==> src/hdl/msp_pkg.sv <==
// Shared types and constants for the mixed-radix sum parser.
// Used by every module of the block but msp_fifo; depends on nothing else.
package msp_pkg;

  localparam int TOTAL_W = 64;

  // Result status codes
  localparam logic [1:0] ST_OK         = 2'd0;
  localparam logic [1:0] ST_BAD_CHAR   = 2'd1;
  localparam logic [1:0] ST_END_IN_NUM = 2'd2;
  localparam logic [1:0] ST_EXTRA      = 2'd3;

  // Byte classes produced by the front end
  localparam logic [3:0] CLS_DIGIT  = 4'd0;
  localparam logic [3:0] CLS_HEXLET = 4'd1;
  localparam logic [3:0] CLS_X      = 4'd2;
  localparam logic [3:0] CLS_PLUS   = 4'd3;
  localparam logic [3:0] CLS_MINUS  = 4'd4;
  localparam logic [3:0] CLS_SPACE  = 4'd5;
  localparam logic [3:0] CLS_NL     = 4'd6;
  localparam logic [3:0] CLS_OTHER  = 4'd7;
  localparam logic [3:0] CLS_END    = 4'd8;

  typedef struct packed {
    logic [7:0] char_in;
    logic       end_marker;
  } in_item_t;

  typedef struct packed {
    logic [1:0]                status;
    logic signed [TOTAL_W-1:0] total;
    logic [7:0]                bad_char;
  } out_item_t;

  typedef struct packed {
    logic [3:0] cls;
    logic [3:0] digit;
    logic [7:0] ch;
  } cls_item_t;

endpackage

==> src/hdl/mixed_radix_sum_parser.sv <==
// Top level of the mixed-radix sum parser: front end, evaluator and result queue.
// Depends on msp_pkg, msp_front and msp_back.
//
// The parser takes one ASCII byte per transfer (or an end marker) and evaluates a line of
// sums such as "12 + 0x1F - 7", with decimal and 0x-prefixed hex numbers, wrapping at
// SUM_BITS bits. It accepts one item every cycle while full is low: the front end classifies
// each byte into a two-entry queue, and the evaluator consumes one queued byte per cycle,
// while the result queue has room, with a single shift-add and one sum update, which sets
// the rate. Each byte is registered in the front queue and each result in the result queue;
// either side may stall on its own: full rises only once both queues have backed up.
module mixed_radix_sum_parser #(
  parameter int SUM_BITS = 64
) (
  input  logic               clk,
  input  logic               rst,
  input  logic               push,
  input  msp_pkg::in_item_t  item,
  output logic               full,
  output logic               empty,
  input  logic               pop,
  output msp_pkg::out_item_t result
);

  msp_pkg::cls_item_t q_item;
  logic               q_empty;
  logic               q_pop;

  msp_front u_front (
    .clk     (clk),
    .rst     (rst),
    .push    (push),
    .item    (item),
    .full    (full),
    .q_pop   (q_pop),
    .q_item  (q_item),
    .q_empty (q_empty)
  );

  msp_back #(
    .SUM_BITS(SUM_BITS)
  ) u_back (
    .clk     (clk),
    .rst     (rst),
    .q_item  (q_item),
    .q_empty (q_empty),
    .q_pop   (q_pop),
    .result  (result),
    .empty   (empty),
    .pop     (pop)
  );

endmodule

==> src/hdl/msp_fifo.sv <==
// Two-entry register queue used for the parser's classified-byte and result queues.
// Generic over its data width; depends on no package.
module msp_fifo #(
  parameter int WIDTH = 8
) (
  input  logic             clk,
  input  logic             rst,
  input  logic             push,
  input  logic [WIDTH-1:0] wdata,
  output logic             full,
  input  logic             pop,
  output logic [WIDTH-1:0] rdata,
  output logic             empty
);

  logic [WIDTH-1:0] mem [2];
  logic             wr_ptr;
  logic             rd_ptr;
  logic [1:0]       count;
  logic             do_push;
  logic             do_pop;

  assign full    = (count == 2'd2);
  assign empty   = (count == 2'd0);
  assign do_push = push && !full;
  assign do_pop  = pop && !empty;
  assign rdata   = mem[rd_ptr];

  always_ff @(posedge clk) begin
    if (do_push) begin
      mem[wr_ptr] <= wdata;
    end
  end

  always_ff @(posedge clk) begin
    if (rst) begin
      wr_ptr <= 1'b0;
      rd_ptr <= 1'b0;
      count  <= 2'd0;
    end else begin
      if (do_push) begin
        wr_ptr <= ~wr_ptr;
      end
      if (do_pop) begin
        rd_ptr <= ~rd_ptr;
      end
      case ({do_push, do_pop})
        2'b10:   count <= count + 2'd1;
        2'b01:   count <= count - 2'd1;
        default: count <= count;
      endcase
    end
  end

endmodule

==> src/hdl/msp_front.sv <==
// Front end: accepts input bytes, classifies each one and queues it.
// Depends on msp_pkg and msp_fifo.
module msp_front (
  input  logic               clk,
  input  logic               rst,
  input  logic               push,
  input  msp_pkg::in_item_t  item,
  output logic               full,
  input  logic               q_pop,
  output msp_pkg::cls_item_t q_item,
  output logic               q_empty
);

  msp_pkg::cls_item_t cls_item;
  logic [7:0]         c;

  assign c = item.char_in;

  always_comb begin
    cls_item.ch    = c;
    cls_item.digit = 4'd0;
    if (item.end_marker) begin
      cls_item.cls = msp_pkg::CLS_END;
    end else if (c inside {["0":"9"]}) begin
      cls_item.cls   = msp_pkg::CLS_DIGIT;
      cls_item.digit = 4'(c - 8'h30);
    end else if (c inside {["a":"f"]}) begin
      cls_item.cls   = msp_pkg::CLS_HEXLET;
      cls_item.digit = 4'(c - 8'h57);
    end else if (c inside {["A":"F"]}) begin
      cls_item.cls   = msp_pkg::CLS_HEXLET;
      cls_item.digit = 4'(c - 8'h37);
    end else if (c == "x" || c == "X") begin
      cls_item.cls = msp_pkg::CLS_X;
    end else if (c == "+") begin
      cls_item.cls = msp_pkg::CLS_PLUS;
    end else if (c == "-") begin
      cls_item.cls = msp_pkg::CLS_MINUS;
    end else if (c == 8'h0A) begin
      cls_item.cls = msp_pkg::CLS_NL;
    end else if (c == " " || c == 8'h09 || c == 8'h0D) begin
      cls_item.cls = msp_pkg::CLS_SPACE;
    end else begin
      cls_item.cls = msp_pkg::CLS_OTHER;
    end
  end

  msp_fifo #(
    .WIDTH($bits(msp_pkg::cls_item_t))
  ) u_queue (
    .clk   (clk),
    .rst   (rst),
    .push  (push),
    .wdata (cls_item),
    .full  (full),
    .pop   (q_pop),
    .rdata (q_item),
    .empty (q_empty)
  );

endmodule

==> src/hdl/msp_back.sv <==
// Back end: evaluates classified bytes, keeps the running sum and queues results.
// Depends on msp_pkg and msp_fifo.
module msp_back #(
  parameter int SUM_BITS = 64
) (
  input  logic               clk,
  input  logic               rst,
  input  msp_pkg::cls_item_t q_item,
  input  logic               q_empty,
  output logic               q_pop,
  output msp_pkg::out_item_t result,
  output logic               empty,
  input  logic               pop
);

  localparam logic [1:0] PH_BETWEEN = 2'd0;
  localparam logic [1:0] PH_ZERO    = 2'd1;
  localparam logic [1:0] PH_DEC     = 2'd2;
  localparam logic [1:0] PH_HEX     = 2'd3;

  logic [SUM_BITS-1:0] running_sum, running_sum_next;
  logic [SUM_BITS-1:0] number_value, number_value_next;
  logic [1:0]          phase, phase_next;
  logic                subtract_mode, subtract_mode_next;
  logic                line_ended, line_ended_next;

  logic                out_full;
  logic                step;
  logic                emit;
  msp_pkg::out_item_t  emit_item;
  logic [SUM_BITS-1:0] digit_ext;
  logic [SUM_BITS-1:0] accum;
  logic [SUM_BITS-1:0] committed;
  logic                in_num;
  logic                is_digit;
  logic                is_term;

  assign step  = !q_empty && !out_full;
  assign q_pop = step;

  assign digit_ext = SUM_BITS'(q_item.digit);
  assign in_num    = (phase != PH_BETWEEN);
  assign is_digit  = (q_item.cls == msp_pkg::CLS_DIGIT) ||
                     (phase == PH_HEX && q_item.cls == msp_pkg::CLS_HEXLET);
  assign is_term   = (q_item.cls == msp_pkg::CLS_SPACE) || (q_item.cls == msp_pkg::CLS_NL) ||
                     (q_item.cls == msp_pkg::CLS_PLUS) || (q_item.cls == msp_pkg::CLS_MINUS);

  // Shift-add by the radix; hex digits slot into the low nibble.
  always_comb begin
    if (phase == PH_HEX) begin
      accum = (number_value << 4) | digit_ext;
    end else begin
      accum = (number_value << 3) + (number_value << 1) + digit_ext;
    end
  end

  assign committed = subtract_mode ? (running_sum - number_value)
                                   : (running_sum + number_value);

  always_comb begin
    running_sum_next   = running_sum;
    number_value_next  = number_value;
    phase_next         = phase;
    subtract_mode_next = subtract_mode;
    line_ended_next    = line_ended;
    emit               = 1'b0;
    emit_item.status   = msp_pkg::ST_OK;
    emit_item.total    = '0;
    emit_item.bad_char = 8'd0;

    if (q_item.cls == msp_pkg::CLS_END) begin
      emit = 1'b1;
      if (!in_num) begin
        emit_item.total = msp_pkg::TOTAL_W'($signed(running_sum));
      end else begin
        emit_item.status = msp_pkg::ST_END_IN_NUM;
      end
    end else if (line_ended && q_item.cls != msp_pkg::CLS_NL) begin
      emit             = 1'b1;
      emit_item.status = msp_pkg::ST_EXTRA;
    end else if (phase == PH_ZERO && q_item.cls == msp_pkg::CLS_X) begin
      phase_next = PH_HEX;
    end else if (in_num && is_digit) begin
      number_value_next = accum;
      phase_next        = (phase == PH_ZERO) ? PH_DEC : phase;
    end else if (in_num && !is_term) begin
      emit               = 1'b1;
      emit_item.status   = msp_pkg::ST_BAD_CHAR;
      emit_item.bad_char = q_item.ch;
    end else begin
      // A terminator closes any open number before it takes effect itself.
      if (in_num) begin
        running_sum_next  = committed;
        number_value_next = '0;
        phase_next        = PH_BETWEEN;
      end
      case (q_item.cls)
        msp_pkg::CLS_NL:    line_ended_next = 1'b1;
        msp_pkg::CLS_SPACE: ;
        msp_pkg::CLS_PLUS:  subtract_mode_next = 1'b0;
        msp_pkg::CLS_MINUS: subtract_mode_next = 1'b1;
        msp_pkg::CLS_DIGIT: begin
          number_value_next = digit_ext;
          phase_next        = (q_item.digit == 4'd0) ? PH_ZERO : PH_DEC;
        end
        default: begin
          emit               = 1'b1;
          emit_item.status   = msp_pkg::ST_BAD_CHAR;
          emit_item.bad_char = q_item.ch;
        end
      endcase
    end

    // Every result leaves the parser ready for a fresh line.
    if (emit) begin
      running_sum_next   = '0;
      number_value_next  = '0;
      phase_next         = PH_BETWEEN;
      subtract_mode_next = 1'b0;
      line_ended_next    = 1'b0;
    end
  end

  always_ff @(posedge clk) begin
    if (rst) begin
      running_sum   <= '0;
      number_value  <= '0;
      phase         <= PH_BETWEEN;
      subtract_mode <= 1'b0;
      line_ended    <= 1'b0;
    end else if (step) begin
      running_sum   <= running_sum_next;
      number_value  <= number_value_next;
      phase         <= phase_next;
      subtract_mode <= subtract_mode_next;
      line_ended    <= line_ended_next;
    end
  end

  msp_fifo #(
    .WIDTH($bits(msp_pkg::out_item_t))
  ) u_result_queue (
    .clk   (clk),
    .rst   (rst),
    .push  (step && emit),
    .wdata (emit_item),
    .full  (out_full),
    .pop   (pop),
    .rdata (result),
    .empty (empty)
  );

endmodule

==> config.mk <==
export PLATFORM = sky130hd
export DESIGN_NAME = mixed_radix_sum_parser
export DESIGN_NICKNAME = d
export VERILOG_FILES = /design/src/hdl/msp_pkg.sv /design/src/hdl/mixed_radix_sum_parser.sv /design/src/hdl/msp_fifo.sv /design/src/hdl/msp_front.sv /design/src/hdl/msp_back.sv
export SDC_FILE = /design/constraint.sdc
export NUM_CORES = 1
export LEC_CHECK = 0
export BUFFER_PORTS_ARGS = -buffer_cell sky130_fd_sc_hd__buf_2
export CORE_MARGIN = 2
export CORE_UTILIZATION = 50
export CTS_BUF_LIST = sky130_fd_sc_hd__clkbuf_8 sky130_fd_sc_hd__clkbuf_16
export CTS_CLUSTER_DIAMETER = 120
export CTS_CLUSTER_SIZE = 14
export DETAILED_ROUTE_END_ITERATION = 16
export HOLD_SLACK_MARGIN = 0.02
export PLACE_DENSITY = 0.67
export RECOVER_POWER = 25
export SYNTH_ARGS = -nofsm -noshare
export SYNTH_HDL_FRONTEND = slang
export SYNTH_SLANG_ARGS = --single-unit
==> constraint.sdc <==
create_clock -name clk -period 15 [get_ports clk]
set_input_delay 3 -clock clk [delete_from_list [all_inputs] [get_ports clk]]
set_output_delay 3 -clock clk [all_outputs]
set_load 0.03 [all_outputs]
==> parameters.txt, run 1 <==
Parameter                              Value

Clock network
  Num CTS Buffers ... 26
  Level count of the clock H-tree ... 1
  Buffer count from post-CTS setup fixing ... 0
  CTS hold repair buffers ... 0
  Clock tree buffer depth ... 3
  TritonCTS Sinks ... between 300 and 400
  Source-to-sink clock delay at the later pin of the worst-skew pair ... 0.57 ns
  CTS Root Cell ... sky130_fd_sc_hd__clkbuf_16
  PostCTS Resize Cnt ... 0
  Reg clk slew, reported paths ... 0.08 ns
  CTS tree ... yes

Die
  I/O Pins ... 89
  Core Area ... 43300 µm²
  Die width ... 214 µm
  Initial core utilization ... 0.509
  Count of standard-cell rows ... 76
  Die Height ... 214 µm
  Area enclosed by the die boundary ... 45700 µm²

Finish
  Proportion of layout cells with a drive suffix above 1 ... 0.0955
  Area growth from synthesis to final layout ... 6.96%
  Final antenna diode count ... 0
  Final instance area ... between 20000 and 25000 µm²
  Non-Filler Instances ... 3014
  Commonest cells after routing, fill and taps aside ... 244 x sky130_fd_sc_hd__a21oi_1, 199 x sky130_fd_sc_hd__nor2_1, 193 x sky130_fd_sc_hd__ha_1, 186 x sky130_fd_sc_hd__nand2_1, 180 x sky130_fd_sc_hd__edfxtp_1
  Nets ... 2621
  Leading cell type in the layout, fill and taps excluded ... sky130_fd_sc_hd__a21oi_1

Detailed routing
  Total Routed Length ... 55.0 mm
  Wire length on met2 ... between 20 and 25 mm
  Via Count ... 17900
  Highest metal layer with signal wires ... met4
  Number of nets with antenna violations after detailed routing ... 0
  Drt pass-1 iters ... 5
  Avg Vias per Cell ... about 5.9
  WL met1 ... 28.0 mm
  Routed wl met3 ... around 3.8 mm
  Starting DRC count in detailed routing ... 1517
  Avg WL per Cell ... 18.2 µm
  DRC viols ... 0

STA
  Final number of max-transition violations ... 63
  Setup Viol. Count Final ... 0
  Endpoints failing hold ... 0
  RSZ-0062 raised after global routing ... false
  Slew of the pin with the lowest slew margin ... 2.10 ns
  Total negative slack for setup checks ... 0 ns
  Worst slew margin relative to its limit ... -0.402
  Final Cycle Share ... 0.419
  Final Worst Setup Slack ... 8.72 ns
  Worst-case clock skew ... 0.0372 ns
  Fin crit period ... 6.28 ns
  Peak Freq ... 159 MHz

Synth
  Sequential cell area fraction in the yosys report ... 0.375
  Fraction of the mapped netlist area in simple logic gates ... 0.157
  Number of flops mapped to enable cells by yosys ... 180
  Average footprint of a synthesized cell ... 9.17 µm²
  Number of flip-flops and latches in the synthesized netlist ... 322
  Share of synthesized registers carrying an async set or reset ... 0
  Synthesized instance count ... ~2400
  Post-synth cell types ... between 80 and 90
  Syn_nets ... approximately 2600
  Post-synthesis compound-gate area fraction ... 0.199
  Netlist area before placement ... 22000 µm²
  Share of cell area taken by muxes after synthesis ... 0.0471
  Share of synthesized cell area in full adder, half adder and majority cells ... 0.112
  Combinational family with the most area after synthesis ... compound AO/OA/AOI/OAI gates
  Synthesized-area fraction occupied by xor and xnor cells ... 0.0755
  Syn. warnings ... 0
  Main synth FF type ... sky130_fd_sc_hd__edfxtp_1

Place
  Post-DP Area ... 22800 µm²
  Placed cells ... around 3000
  Post-placement worst setup slack ... between 9 and 10 ns
  Placer congestion estimate ... slightly above 0.9
  Number of input and output port buffers inserted ... 88
  Post-detailed-placement half-perimeter wirelength ... 41.8 mm

Setup path
  Element type at the critical path start ... flip-flop
  Arrival time of the worst setup path ... around 6.7 ns
  Classification of the worst setup path ... flip-flop to flip-flop
  Required @ worst endpoint ... 15.39 ns
  Highest net fanout along the worst path ... 23
  Cells on worst reg2reg path ... 15
  Worst setup EP type ... flip-flop

Run status
  Status ... finished, violations left
  Failing checks ... max-capacitance violations, max-slew violations

Power
  Leakage power figure ... 0.00979 µW
  Cell Pwr Density ... 169 nW/µm²
  Max VDD drop ... 0.100 mV

Global routing
  Global route overflow ... 0
  Vias in the first global route ... about 17000
  Maximum number of pins on one net before global-route repair ... 71
  Wire length of the first global-routing pass ... 88.4 mm
  Initial antenna violation count ... 0
  All-layer global routing usage ... 0.239

Hold path
  Classification of the worst-slack hold path ... flip-flop to flip-flop
  Number of cells on the worst hold path ... 2
  Hold Path Origin ... u_back.subtract_mode$_SDFFE_PP0P_

Job
  Maximum Capacitance Violations ... 1
flip-flops by register name, indices dropped and copies added (netlist names), 2 cells and up, named ones only:
signal,count
u_back.running_sum,64
u_back.phase,2
u_front.u_queue.mem,32
u_back.number_value,64
u_back.u_result_queue.mem,148
u_back.u_result_queue.count,2
u_front.u_queue.count,2
critical path, cell delays in order (launching register included):
cell and delay (ns):
sky130_fd_sc_hd__dfxtp_1 0.32, sky130_fd_sc_hd__clkbuf_1 0.96, sky130_fd_sc_hd__mux2i_1 0.57, sky130_fd_sc_hd__fa_1 0.55
sky130_fd_sc_hd__fa_1 0.45, sky130_fd_sc_hd__nand2b_1 0.19, sky130_fd_sc_hd__a21oi_1 0.19, sky130_fd_sc_hd__nor2_1 0.09
sky130_fd_sc_hd__or4_1 0.57, sky130_fd_sc_hd__a2111oi_0 1.04, sky130_fd_sc_hd__o21bai_1 0.19, sky130_fd_sc_hd__o21a_1 0.27
sky130_fd_sc_hd__o21ai_0 0.30, sky130_fd_sc_hd__a221oi_1 0.16, sky130_fd_sc_hd__xor2_1 0.16, sky130_fd_sc_hd__o22ai_1 0.09
power by group:
part	leakage (µW)	internal (µW)	switching, µW
registers	0.00282	1110	51.2
clock network	0.000429	321	307
logic	0.00655	858	1350
synthesized netlist by cell type, types with 5 or more instances:
cell | number | area (µm²)
sky130_fd_sc_hd__a21oi_1 | 245 | 1230
sky130_fd_sc_hd__nor2_1 | 201 | 754
sky130_fd_sc_hd__ha_1 | 193 | 2410
sky130_fd_sc_hd__nand2_1 | 186 | 698
sky130_fd_sc_hd__edfxtp_1 | 180 | 5410
sky130_fd_sc_hd__o21ai_0 | 147 | 736
sky130_fd_sc_hd__dfxtp_1 | 142 | 2840
sky130_fd_sc_hd__xnor2_1 | 138 | 1210
sky130_fd_sc_hd__clkbuf_1 | 106 | 398
sky130_fd_sc_hd__mux2_2 | 77 | 867
sky130_fd_sc_hd__and2_1 | 73 | 457
sky130_fd_sc_hd__a21o_1 | 72 | 541
sky130_fd_sc_hd__inv_1 | 65 | 244
sky130_fd_sc_hd__nor3_1 | 62 | 310
sky130_fd_sc_hd__a22oi_1 | 53 | 398
sky130_fd_sc_hd__xor2_1 | 50 | 438
sky130_fd_sc_hd__nand4_1 | 33 | 206
sky130_fd_sc_hd__o21bai_1 | 29 | 218
sky130_fd_sc_hd__a31oi_1 | 27 | 169
sky130_fd_sc_hd__nand3_1 | 22 | 110
sky130_fd_sc_hd__nor2b_1 | 21 | 131
sky130_fd_sc_hd__o21a_1 | 21 | 158
sky130_fd_sc_hd__nand2b_1 | 20 | 125
sky130_fd_sc_hd__o22ai_1 | 19 | 119
sky130_fd_sc_hd__mux2i_1 | 17 | 170
sky130_fd_sc_hd__nor4_1 | 17 | 106
sky130_fd_sc_hd__a211oi_1 | 12 | 90.1
sky130_fd_sc_hd__and3_1 | 12 | 75.1
sky130_fd_sc_hd__or3_1 | 12 | 75.1
sky130_fd_sc_hd__a22o_1 | 11 | 96.3
sky130_fd_sc_hd__a221oi_1 | 9 | 78.8
sky130_fd_sc_hd__and4_1 | 9 | 78.8
sky130_fd_sc_hd__o211ai_1 | 7 | 52.6
sky130_fd_sc_hd__buf_1 | 6 | 22.5
sky130_fd_sc_hd__o31ai_1 | 6 | 45.0
sky130_fd_sc_hd__a2111oi_0 | 5 | 43.8
sky130_fd_sc_hd__or4_1 | 5 | 37.5
kinds of logic (layout without fill, tap and decap cells):
kind of cell,Yosys count,after routing
flops,322,322
buf+inv,189,216
fa+ha+maj,196,196
mux,94,94
compound gates,708,708
xor+xnor,189,189
simple gates,704,704
area by class of cell:
| cell class | instances | area [µm²] |
|---|---|---|
| Sequential cell | 322 | 8250 |
| Timing Repair Buffer | 105 | 549 |
| Clock inverter | 18 | 67.6 |
| Tap cell | 585 | 732 |
| Fill cell | 3900 | 19700 |
| Multi-Input combinational cell | 1891 | 13000 |
| Clock buffer | 27 | 676 |
| Inverter | 66 | 248 |
routing by layer:
metal | vias up | global-route usage
li1 | 8849 | -
met5 | - | 0
met4 | 0 | 0.0512
met1 | 8431 | 0.375
met2 | 555 | 0.345
met3 | 53 | 0.0347
through the flow:
stage | total power (µW) | util | hold slack, ns
after global routing | 4260 | 0.544 | 0.515
after floorplan | 2860 | - | 0.442
final | 3990 | 0.544 | 0.484
after global placement | 3370 | 0.528 | 0.461
after detailed placement | 3360 | 0.528 | 0.470
after CTS | 3990 | 0.545 | 0.484
final timing paths:
check                                         end  slack, ns
min             u_back.subtract_mode$_SDFFE_PP0P_       0.48
max          u_back.number_value[60]$_SDFFE_PP0P_       8.72
max reg2reg  u_back.number_value[60]$_SDFFE_PP0P_       8.72
min reg2reg     u_back.subtract_mode$_SDFFE_PP0P_       0.48
No activity file was read; power rests on OpenSTA's default activity.
==> run 2: changes to the inputs <==
==> constraint.sdc (replaced) <==
create_clock -name clk -period 6.05 [get_ports clk]
set_input_delay 1.21 -clock clk [delete_from_list [all_inputs] [get_ports clk]]
set_output_delay 1.21 -clock clk [all_outputs]
set_load 0.03 [all_outputs]
==> run 2 against run 1 <==
Effect of this change:
- the flow still finishes with violations (max-capacitance violations, max-slew violations)
- clock-buffer cell count stayed put
- highest routed layer unchanged
- via count is 0.81% lower
- largest power group unchanged
- clock power is 150% higher
- total power grew to 2.5 times the previous value
==> parameters.txt, run 2 (same netlist as run 1, synthesis figures left out) <==
Parameter                              Value

Run status
  Status ... finished, violations left (unchanged)
  Failing checks ... max-capacitance violations, max-slew violations (unchanged)

Global routing
  Global route overflow ... 0 (unchanged)
  Vias in the first global route ... 16400 (was 16800)
  Initial antenna violation count ... 0 (unchanged)
  All-layer global routing usage ... 0.239 (about the same)
  Maximum number of pins on one net before global-route repair ... 75 (was 71)
  Wire length of the first global-routing pass ... 88.1 mm (was 88.4 mm)

Detailed routing
  Via Count ... 17700 (was 17900)
  Starting DRC count in detailed routing ... 1502 (was 1517)
  Avg WL per Cell ... 18.2 µm (about the same)
  Number of nets with antenna violations after detailed routing ... 0 (unchanged)
  Avg Vias per Cell ... 5.87 (was 5.93)
  Drt pass-1 iters ... 5 (unchanged)
  Total Routed Length ... 55.0 mm (about the same)
  DRC viols ... 0 (unchanged)

Power
  Leakage power figure ... 0.00985 µW (was 0.00979 µW)
  Register share of total power ... 0.287 (was 0.290)
  Proportion of power drawn by the clock network ... 0.156 (was 0.157)
  Switching fraction of total power ... 0.427 (about the same)
  Cell internal pwr ... 5730 µW (was 2290 µW)
  Max VDD drop ... 0.266 mV (was 0.100 mV)
  Cell Pwr Density ... 423 nW/µm² (was 169 nW/µm²)
  Combinational share of power ... 0.556 (was 0.553)
  Switching Power ... 4270 µW (was 1710 µW)

Clock network
  Clock tree buffer depth ... 3 (unchanged)
  TritonCTS Sinks ... 322 (unchanged)
  CTS Root Cell ... sky130_fd_sc_hd__clkbuf_16 (unchanged)
  Source-to-sink clock delay at the later pin of the worst-skew pair ... 0.56 ns (was 0.57 ns)
  CTS tree ... yes (unchanged)
  Buffer count from post-CTS setup fixing ... 0 (unchanged)
  Reg clk slew, reported paths ... 0.08 ns (about the same)
  Level count of the clock H-tree ... 1 (unchanged)
  Num CTS Buffers ... 26 (unchanged)

Finish
  Core utilization of the finished layout ... 0.546 (was 0.544)
  Proportion of layout cells with a drive suffix above 1 ... 0.0984 (was 0.0955)
  Commonest cells after routing, fill and taps aside ... 244 x sky130_fd_sc_hd__a21oi_1, 199 x sky130_fd_sc_hd__nor2_1, 193 x sky130_fd_sc_hd__ha_1, 186 x sky130_fd_sc_hd__nand2_1, 180 x sky130_fd_sc_hd__edfxtp_1 (unchanged)
  Register with the most flip-flops ... u_back.u_result_queue.mem (unchanged)
  Largest registers ... u_back.u_result_queue.mem x148, u_back.number_value x64, u_back.running_sum x64 (unchanged)
  Number of inserted filler cells in the final layout ... 3894 (was 3900)
  Leading cell type in the layout, fill and taps excluded ... sky130_fd_sc_hd__a21oi_1 (unchanged)
  Nets ... 2629 (was 2621)
  Max reg flops ... 148 (unchanged)
  Area growth from synthesis to final layout ... 7.35% (was 6.96%)
  Final antenna diode count ... 0 (unchanged)
  Non-Filler Instances ... 3023 (was 3014)

STA
  Worst-case clock skew ... 0.0183 ns (was 0.0372 ns)
  Endpoints failing hold ... 0 (unchanged)
  Setup Viol. Count Final ... 0 (unchanged)
  Final Cycle Share ... 0.934 (was 0.419)
  Total negative slack for setup checks ... 0 ns (unchanged)
  Final number of max-transition violations ... 126 (was 63)
  Slew of the pin with the lowest slew margin ... 2.96 ns (was 2.10 ns)
  Peak Freq ... 177 MHz (was 159 MHz)
  Fin crit period ... 5.65 ns (was 6.28 ns)
  Final Worst Setup Slack ... 0.399 ns (was 8.72 ns)
  Worst slew margin relative to its limit ... -0.972 (was -0.402)
  RSZ-0062 raised after global routing ... false (unchanged)

Hold path
  Number of cells on the worst hold path ... 2 (unchanged)
  Classification of the worst-slack hold path ... flip-flop to flip-flop (unchanged)
  Hold Crit Endpoint ... u_back.running_sum[61]$_SDFFE_PP0P_ (was u_back.subtract_mode$_SDFFE_PP0P_)
  Hold Path Origin ... u_back.running_sum[61]$_SDFFE_PP0P_ (was u_back.subtract_mode$_SDFFE_PP0P_)

Setup path
  Element type at the critical path start ... flip-flop (unchanged)
  Arrival time of the worst setup path ... 6.07 ns (was 6.67 ns)
  Worst flop-to-flop path startpoint ... u_back.number_value[16]$_SDFFE_PP0P_
  Classification of the worst setup path ... flip-flop to flip-flop (unchanged)
  Required @ worst endpoint ... 6.47 ns (was 15.39 ns)
  Highest net fanout along the worst path ... 9 (was 23)
  Worst setup EP type ... flip-flop (unchanged)
  Cell with the biggest individual delay on the critical path ... sky130_fd_sc_hd__or4_4 (was sky130_fd_sc_hd__a2111oi_0)
  Endpoint of the worst-slack reg-to-reg timing path ... u_back.running_sum[61]$_SDFFE_PP0P_ (was u_back.number_value[60]$_SDFFE_PP0P_)
  Worst reg-to-reg setup slack ... 0.40 ns (was 8.72 ns)
  Series of cell instances along the critical path ... or4_4 > or3_4 > or3_4 > nor2_1 > and3b_1 > and2_1 > nand2_1 > nor3_4 > a21oi_1 > xnor2_1 > ha_1 > and2_1 > and3_1 > a221oi_1 > o21ai_0 > a221o_1 > a21o_1 > a41oi_1 > xor2_1 > o21ai_0 (was clkbuf_1 > mux2i_1 > fa_1 > fa_1 > nand2b_1 > a21oi_1 > nor2_1 > or4_1 > a2111oi_0 > o21bai_1 > o21a_1 > o21ai_0 > a221oi_1 > xor2_1 > o22ai_1)
  Cells on worst reg2reg path ... 20 (was 15)
  Largest incremental delay on the critical path ... 0.55 ns (was 1.04 ns)

Die
  Count of standard-cell rows ... 76 (unchanged)
  Die Height ... 214 µm (unchanged)
  Area enclosed by the die boundary ... 45700 µm² (unchanged)
  I/O Pins ... 89 (unchanged)
  Initial core utilization ... 0.509 (unchanged)
  Core Area ... 43300 µm² (unchanged)
  Die width ... 214 µm (unchanged)

Place
  Placed cells ... 2977 (was 2969)
  Post-placement worst setup slack ... 0.392 ns (was 9.23 ns)
  Number of input and output port buffers inserted ... 88 (unchanged)
  Post-detailed-placement half-perimeter wirelength ... 41.9 mm (was 41.8 mm)
  Placer congestion estimate ... 0.917 (was 0.926)

Job
  Maximum Capacitance Violations ... 2 (was 1)
==> run 2: cell types whose count changed in the layout (fill, tap and decap cells not counted), moves of 3 or more <==
cell | previous run | this run
sky130_fd_sc_hd__buf_4 | 15 | 21
sky130_fd_sc_hd__and2_0 | 46 | 26
sky130_fd_sc_hd__buf_2 | 79 | 76
sky130_fd_sc_hd__and2_1 | 27 | 47
sky130_fd_sc_hd__clkbuf_1 | 11 | 15
==> run 2: critical path, delay by kind of cell (launching register included) <==
kind | cells | cell delay [ns]
and+or+nand+nor | 10 | 2.88
AOI/OAI and AO/OA | 7 | 1.48
DFF | 1 | 0.41
xor gates and xnor gates | 2 | 0.40
adders and majority gates | 1 | 0.33
==> run 2: power groups by stage <==
stage,clock (µW),combinational (µW),sequential (µW)
detailed placement,0,5500,2920
floorplan,0,4200,2890
global placement,0,5520,2900
CTS,1600,5520,2870
finish,1560,5560,2870
global route,1670,6060,2910
==> run 2: worst max-delay path by stage <==
stage                     depth (start not counted)  slack [ns]                                 start                                   endpoint
final                                            20        0.40  u_back.number_value[16]$_SDFFE_PP0P_        u_back.running_sum[61]$_SDFFE_PP0P_
after global routing                             22        0.02  u_back.number_value[16]$_SDFFE_PP0P_        u_back.running_sum[63]$_SDFFE_PP0P_
after CTS                                        22        0.38   u_back.number_value[0]$_SDFFE_PP0P_        u_back.running_sum[61]$_SDFFE_PP0P_
after detailed placement                         22        0.39   u_back.number_value[0]$_SDFFE_PP0P_        u_back.running_sum[61]$_SDFFE_PP0P_
after global placement                           22        0.51  u_back.number_value[16]$_SDFFE_PP0P_        u_back.running_sum[63]$_SDFFE_PP0P_
after floorplan                                  11        0.64          u_back.phase[0]$_SDFFE_PP0P_  u_back.u_result_queue.mem[0][0]$_DFFE_PP_
==> run 2: timing repair <==
| action | CTS | global route |
|---|---|---|
| hold buffers | 0 | 0 |
| endpoints found under the setup margin | 0 | 2 |
| resized for setup | 0 | 3 |
==> run 2: layer usage <==
metal	wire, µm	GRT usage	part of all wire
met2	22200	0.338	0.40
met5	0	0	0
met1	28800	0.385	0.52
met3	2980	0.0255	0.054
met4	1010	0.0548	0.018
==> run 2: area by class of cell <==
cell class	instances	area [µm²]	area share
well taps	585	732	0.0310
clock buffers	27	676	0.0286
flip-flops and latches	322	8250	0.349
clock inverters	19	71.3	0.00302
multi-input cells	1891	13100	0.552
inverters	66	248	0.0105
repair buffers	113	614	0.0260
==> run 2: stage by stage <==
stage / hold WS [ns] / total power (µW) / instance area, µm²
floorplan: 0.442 / 7090 / 22000
global placement: 0.470 / 8410 / 22900
detailed placement: 0.494 / 8410 / 22900
CTS: 0.506 / 9990 / 23700
global route: 0.523 / 10600 / 23600
finish: 0.504 / 9990 / 23600
==> run 3: changes to the inputs <==
--- a/config.mk
+++ b/config.mk
@@ -5,6 +5,7 @@
 export SDC_FILE = /design/constraint.sdc
 export NUM_CORES = 1
 export LEC_CHECK = 0
+export ABC_AREA = 1
 export BUFFER_PORTS_ARGS = -buffer_cell sky130_fd_sc_hd__buf_2
 export CORE_MARGIN = 2
 export CORE_UTILIZATION = 50
@@ -13,7 +14,7 @@
 export CTS_CLUSTER_SIZE = 14
 export DETAILED_ROUTE_END_ITERATION = 16
 export HOLD_SLACK_MARGIN = 0.02
-export PLACE_DENSITY = 0.67
+export PLACE_DENSITY = 0.66
 export RECOVER_POWER = 25
 export SYNTH_ARGS = -nofsm -noshare
 export SYNTH_HDL_FRONTEND = slang
==> constraint.sdc (replaced) <==
create_clock -name clk -period 6.05 [get_ports clk]
set_input_delay 0.605 -clock clk [delete_from_list [all_inputs] [get_ports clk]]
set_output_delay 0.605 -clock clk [all_outputs]
set_load 0.03 [all_outputs]
==> run 3 against run 2 <==
Effect of this change:
- highest routed layer unchanged
- setup slack improved by 0.72 ns
- non-clock buffer count shrank 6
- sequential power up 9.8%
- maximum frequency is 15% higher
- flip-flop and latch count is the same
- core utilization is 0.67 points lower
- register-to-register slack gained 0.72 ns
- the run still ends with max-capacitance violations, max-slew violations left
- synthesized cell count up 77%
- critical path depth unchanged
- total power increased by 44%
- combinational power grew 75%
- cell area is 23% higher
==> parameters.txt, run 3 <==
Parameter                              Value

Synth
  Synthesized instance count ... 4260 (was 2402)
  Commonest cells in the netlist ... 1409 x sky130_fd_sc_hd__nand2_1, 734 x sky130_fd_sc_hd__inv_1, 514 x sky130_fd_sc_hd__nor2_1, 270 x sky130_fd_sc_hd__a21oi_1, 226 x sky130_fd_sc_hd__nand3_1 (was 245 x sky130_fd_sc_hd__a21oi_1, 201 x sky130_fd_sc_hd__nor2_1, 193 x sky130_fd_sc_hd__ha_1, 186 x sky130_fd_sc_hd__nand2_1, 180 x sky130_fd_sc_hd__edfxtp_1)
  Number of flip-flops and latches in the synthesized netlist ... 322 (unchanged)
  Main synth FF type ... sky130_fd_sc_hd__edfxtp_1 (unchanged)
  Most used standard cell by instance count after synthesis ... sky130_fd_sc_hd__nand2_1 (was sky130_fd_sc_hd__a21oi_1)
  Post-synth cell types ... 50 (was 86)
  Post-synthesis cell type with the largest combined area ... sky130_fd_sc_hd__edfxtp_1 (unchanged)
  Number of flops mapped to enable cells by yosys ... 180 (unchanged)
  Yosys top cell area share ... 0.198 (was 0.245)
  Syn_nets ... 4469 (was 2611)
  Share of synthesized registers carrying an async set or reset ... 0 (unchanged)
  Sequential cell area fraction in the yosys report ... 0.303 (was 0.375)
  Syn. warnings ... 0 (unchanged)
  Netlist area before placement ... 27200 µm² (was 22000 µm²)
  Area contributors post-synth ... sky130_fd_sc_hd__edfxtp_1 20%, sky130_fd_sc_hd__nand2_1 19%, sky130_fd_sc_hd__dfxtp_1 10%, sky130_fd_sc_hd__inv_1 10%, sky130_fd_sc_hd__ha_1 8.9% (was sky130_fd_sc_hd__edfxtp_1 25%, sky130_fd_sc_hd__dfxtp_1 13%, sky130_fd_sc_hd__ha_1 11%, sky130_fd_sc_hd__a21oi_1 5.6%, sky130_fd_sc_hd__xnor2_1 5.5%)
  Average footprint of a synthesized cell ... 6.40 µm² (was 9.17 µm²)

Die
  Core Area ... 53800 µm² (was 43300 µm²)
  I/O Pins ... 89 (unchanged)
  Die width ... 237 µm (was 214 µm)
  Initial core utilization ... 0.506 (was 0.509)
  Count of standard-cell rows ... 85 (was 76)
  Die Height ... 237 µm (was 214 µm)
  Area enclosed by the die boundary ... 56400 µm² (was 45700 µm²)

Setup path
  Worst setup EP type ... flip-flop (unchanged)
  Required @ worst endpoint ... 6.38 ns (was 6.47 ns)
  Highest net fanout along the worst path ... 5 (was 9)
  Worst reg-to-reg setup slack ... 1.12 ns (was 0.40 ns)
  Endpoint of the worst-slack reg-to-reg timing path ... u_back.running_sum[27]$_SDFFE_PP0P_ (was u_back.running_sum[61]$_SDFFE_PP0P_)
  Worst flop-to-flop path startpoint ... u_back.number_value[0]$_SDFFE_PP0P_ (was u_back.number_value[16]$_SDFFE_PP0P_)
  Cells on worst reg2reg path ... 20 (unchanged)
  Element type at the critical path start ... flip-flop (unchanged)
  Classification of the worst setup path ... flip-flop to flip-flop (unchanged)
  Arrival time of the worst setup path ... 5.26 ns (was 6.07 ns)

STA
  Peak Freq ... 203 MHz (was 177 MHz)
  Fin crit period ... 4.93 ns (was 5.65 ns)
  Final number of max-transition violations ... 92 (was 126)
  Final Cycle Share ... 0.815 (was 0.934)
  Worst slew margin relative to its limit ... -0.915 (was -0.972)
  Slew of the pin with the lowest slew margin ... 2.87 ns (was 2.96 ns)
  RSZ-0062 raised after global routing ... false (unchanged)
  Setup Viol. Count Final ... 0 (unchanged)
  Endpoints failing hold ... 0 (unchanged)
  Total negative slack for setup checks ... 0 ns (unchanged)
  Final Worst Setup Slack ... 1.12 ns (was 0.399 ns)
  Worst-case clock skew ... 0.0256 ns (was 0.0183 ns)

Detailed routing
  Number of nets with antenna violations after detailed routing ... 0 (unchanged)
  Avg Vias per Cell ... 5.33 (was 5.87)
  Via Count ... 26800 (was 17700)
  DRC viols ... 0 (unchanged)
  Drt pass-1 iters ... 6 (was 5)
  Starting DRC count in detailed routing ... 2636 (was 1502)
  Avg WL per Cell ... 17.6 µm (was 18.2 µm)
  Total Routed Length ... 88.7 mm (was 55.0 mm)

Finish
  Max reg flops ... 148 (unchanged)
  Number of inserted filler cells in the final layout ... 5647 (was 3894)
  Proportion of layout cells with a drive suffix above 1 ... 0.0501 (was 0.0984)
  Multi-input combinational cell area ... 15800 µm² (was 13100 µm²)
  Area growth from synthesis to final layout ... 6.62% (was 7.35%)
  Leading cell type in the layout, fill and taps excluded ... sky130_fd_sc_hd__nand2_1 (was sky130_fd_sc_hd__a21oi_1)
  Storage element area ... 8250 µm² (about the same)
  Largest registers ... u_back.u_result_queue.mem x148, u_back.number_value x64, u_back.running_sum x64 (unchanged)
  Commonest cells after routing, fill and taps aside ... 1408 x sky130_fd_sc_hd__nand2_1, 753 x sky130_fd_sc_hd__inv_1, 511 x sky130_fd_sc_hd__nor2_1, 271 x sky130_fd_sc_hd__a21oi_1, 225 x sky130_fd_sc_hd__nand3_1 (was 244 x sky130_fd_sc_hd__a21oi_1, 199 x sky130_fd_sc_hd__nor2_1, 193 x sky130_fd_sc_hd__ha_1, 186 x sky130_fd_sc_hd__nand2_1, 180 x sky130_fd_sc_hd__edfxtp_1)
  Nets ... 4520 (was 2629)
  Register with the most flip-flops ... u_back.u_result_queue.mem (unchanged)
  Final antenna diode count ... 0 (unchanged)

Run status
  Status ... finished, violations left (unchanged)
  Failing checks ... max-capacitance violations, max-slew violations (unchanged)

Clock network
  CTS Root Cell ... sky130_fd_sc_hd__clkbuf_16 (unchanged)
  CTS tree ... yes (unchanged)
  CTS hold repair buffers ... 0 (unchanged)
  Level count of the clock H-tree ... 1 (unchanged)
  TritonCTS Sinks ... 322 (unchanged)
  Num CTS Buffers ... 26 (unchanged)
  Reg clk slew, reported paths ... 0.08 ns (about the same)
  Buffer count from post-CTS setup fixing ... 0 (unchanged)
  Clock tree buffer depth ... 3 (unchanged)
  Source-to-sink clock delay at the later pin of the worst-skew pair ... 0.59 ns (was 0.56 ns)
  PostCTS Resize Cnt ... 0 (unchanged)

Global routing
  Global route overflow ... 0 (unchanged)
  Initial antenna violation count ... 0 (unchanged)
  Wire length of the first global-routing pass ... 137 mm (was 88.1 mm)
  All-layer global routing usage ... 0.312 (was 0.239)
  Maximum number of pins on one net before global-route repair ... 65 (was 75)
  Vias in the first global route ... 24800 (was 16400)

Place
  Number of input and output port buffers inserted ... 88 (unchanged)
  Post-placement worst setup slack ... 1.38 ns (was 0.392 ns)
  Placer congestion estimate ... 1.02 (was 0.917)
  Post-detailed-placement half-perimeter wirelength ... 71.9 mm (was 41.9 mm)

Hold path
  Classification of the worst-slack hold path ... primary input to flip-flop (was flip-flop to flip-flop)
  Hold Crit Endpoint ... u_front.u_queue.mem[0][15]$_DFFE_PP_ (was u_back.running_sum[61]$_SDFFE_PP0P_)
  Number of cells on the worst hold path ... 1 (was 2)
  Hold Path Origin ... item[0] (was u_back.running_sum[61]$_SDFFE_PP0P_)

Job
  Maximum Capacitance Violations ... 2 (unchanged)

Power
  Leakage power figure ... 0.0149 µW (was 0.00985 µW)
  Cell Pwr Density ... 497 nW/µm² (was 423 nW/µm²)
  Max VDD drop ... 0.319 mV (was 0.266 mV)
  Overall Power ... 14400 µW (was 9990 µW)
[run 3: changes by cell type after synthesis, sizes merged, moves of 22 or more]
cell	previous run	this run
xnor2	139	32
a22oi	53	13
a21o	72	0
a31oi	27	4
nor3	64	41
nand2	186	1415
nand3	23	227
inv	66	741
and2	74	3
o21ai	150	125
o21bai	29	7
a21oi	245	271
nor2	201	519
clkbuf	109	52
[run 3: kinds of logic (layout without fill, tap and decap cells)]
kind of cell    count (synthesis)  in the layout  synth area share
xor+xnor                       90             90            0.0289
flops                         322            322             0.303
mux                            75             75            0.0310
buf+inv                       827            896             0.117
compound gates                438            438            0.0848
simple gates                 2312           2312             0.345
fa+ha+maj                     196            196            0.0908
[run 3: worst max-delay path, cell delays in order, from the launching register on]
cell and delay (ns):
sky130_fd_sc_hd__dfxtp_1 0.35, sky130_fd_sc_hd__inv_1 0.16, sky130_fd_sc_hd__ha_1 0.20, sky130_fd_sc_hd__nand3_1 0.22, sky130_fd_sc_hd__nor2_1 0.51, sky130_fd_sc_hd__nand2_1 0.18
sky130_fd_sc_hd__nor2_1 0.17, sky130_fd_sc_hd__nand2_1 0.13, sky130_fd_sc_hd__nor3_1 0.48, sky130_fd_sc_hd__nor2_1 0.11, sky130_fd_sc_hd__xor2_1 0.32, sky130_fd_sc_hd__ha_1 0.35
sky130_fd_sc_hd__nand2_1 0.12, sky130_fd_sc_hd__inv_1 0.05, sky130_fd_sc_hd__a21oi_1 0.27, sky130_fd_sc_hd__o21ai_0 0.25, sky130_fd_sc_hd__a21oi_1 0.17, sky130_fd_sc_hd__nand2_1 0.17
sky130_fd_sc_hd__or2_2 0.31, sky130_fd_sc_hd__nand3_1 0.09, sky130_fd_sc_hd__a21oi_1 0.08
[run 3: how the worst max path moves through the flow]
stage | startpoint | to | slack [ns] | depth (start not counted)
floorplan | flip-flop | u_back.u_result_queue.mem[1][0]$_DFFE_PP_ | 0.90 | 12
global placement | u_back.number_value[0]$_SDFFE_PP0P_ | u_back.running_sum[37]$_SDFFE_PP0P_ | 1.47 | 22
finish | u_back.number_value[0]$_SDFFE_PP0P_ | u_back.running_sum[27]$_SDFFE_PP0P_ | 1.12 | 20
detailed placement | u_back.number_value[0]$_SDFFE_PP0P_ | u_back.running_sum[27]$_SDFFE_PP0P_ | 1.38 | 20
CTS | u_back.number_value[0]$_SDFFE_PP0P_ | u_back.running_sum[27]$_SDFFE_PP0P_ | 1.36 | 20
global route | u_back.number_value[0]$_SDFFE_PP0P_ | u_back.running_sum[56]$_SDFFE_PP0P_ | 0.85 | 21
[run 3: cell type report]
cell class / instances / area share
multi-input combinational: 3111 / 0.545
sequential: 322 / 0.284
inverter: 743 / 0.0961
tap: 696 / 0.0300
clock buffer: 26 / 0.0224
timing repair buffer: 107 / 0.0194
clock inverter: 20 / 0.00302
[run 3: layer usage]
metal / track usage / wire length (µm) / up-vias
li1: - / - / 13500
met1: 0.436 / 40800 / 12200
met2: 0.505 / 39300 / 865
met3: 0.0257 / 5240 / 152
met4: 0.111 / 3400 / 0
met5: 0 / 0 / -
[run 3: through the flow]
step	utilization	hold slack (ns)	std cells	cell area [µm²]
detailed placement	0.527	0.437	4979	28400
finish	0.540	0.351	5025	29000
CTS	0.541	0.265	5025	29100
global placement	0.527	0.434	4979	28400
floorplan	-	0.426	4260	27200
global route	0.540	0.354	5025	29000
[run 3: power breakdown]
group	internal, µW	total [µW]	switching [µW]
clock network	775	1580	806
logic	2780	9710	6920
registers	2890	3150	257
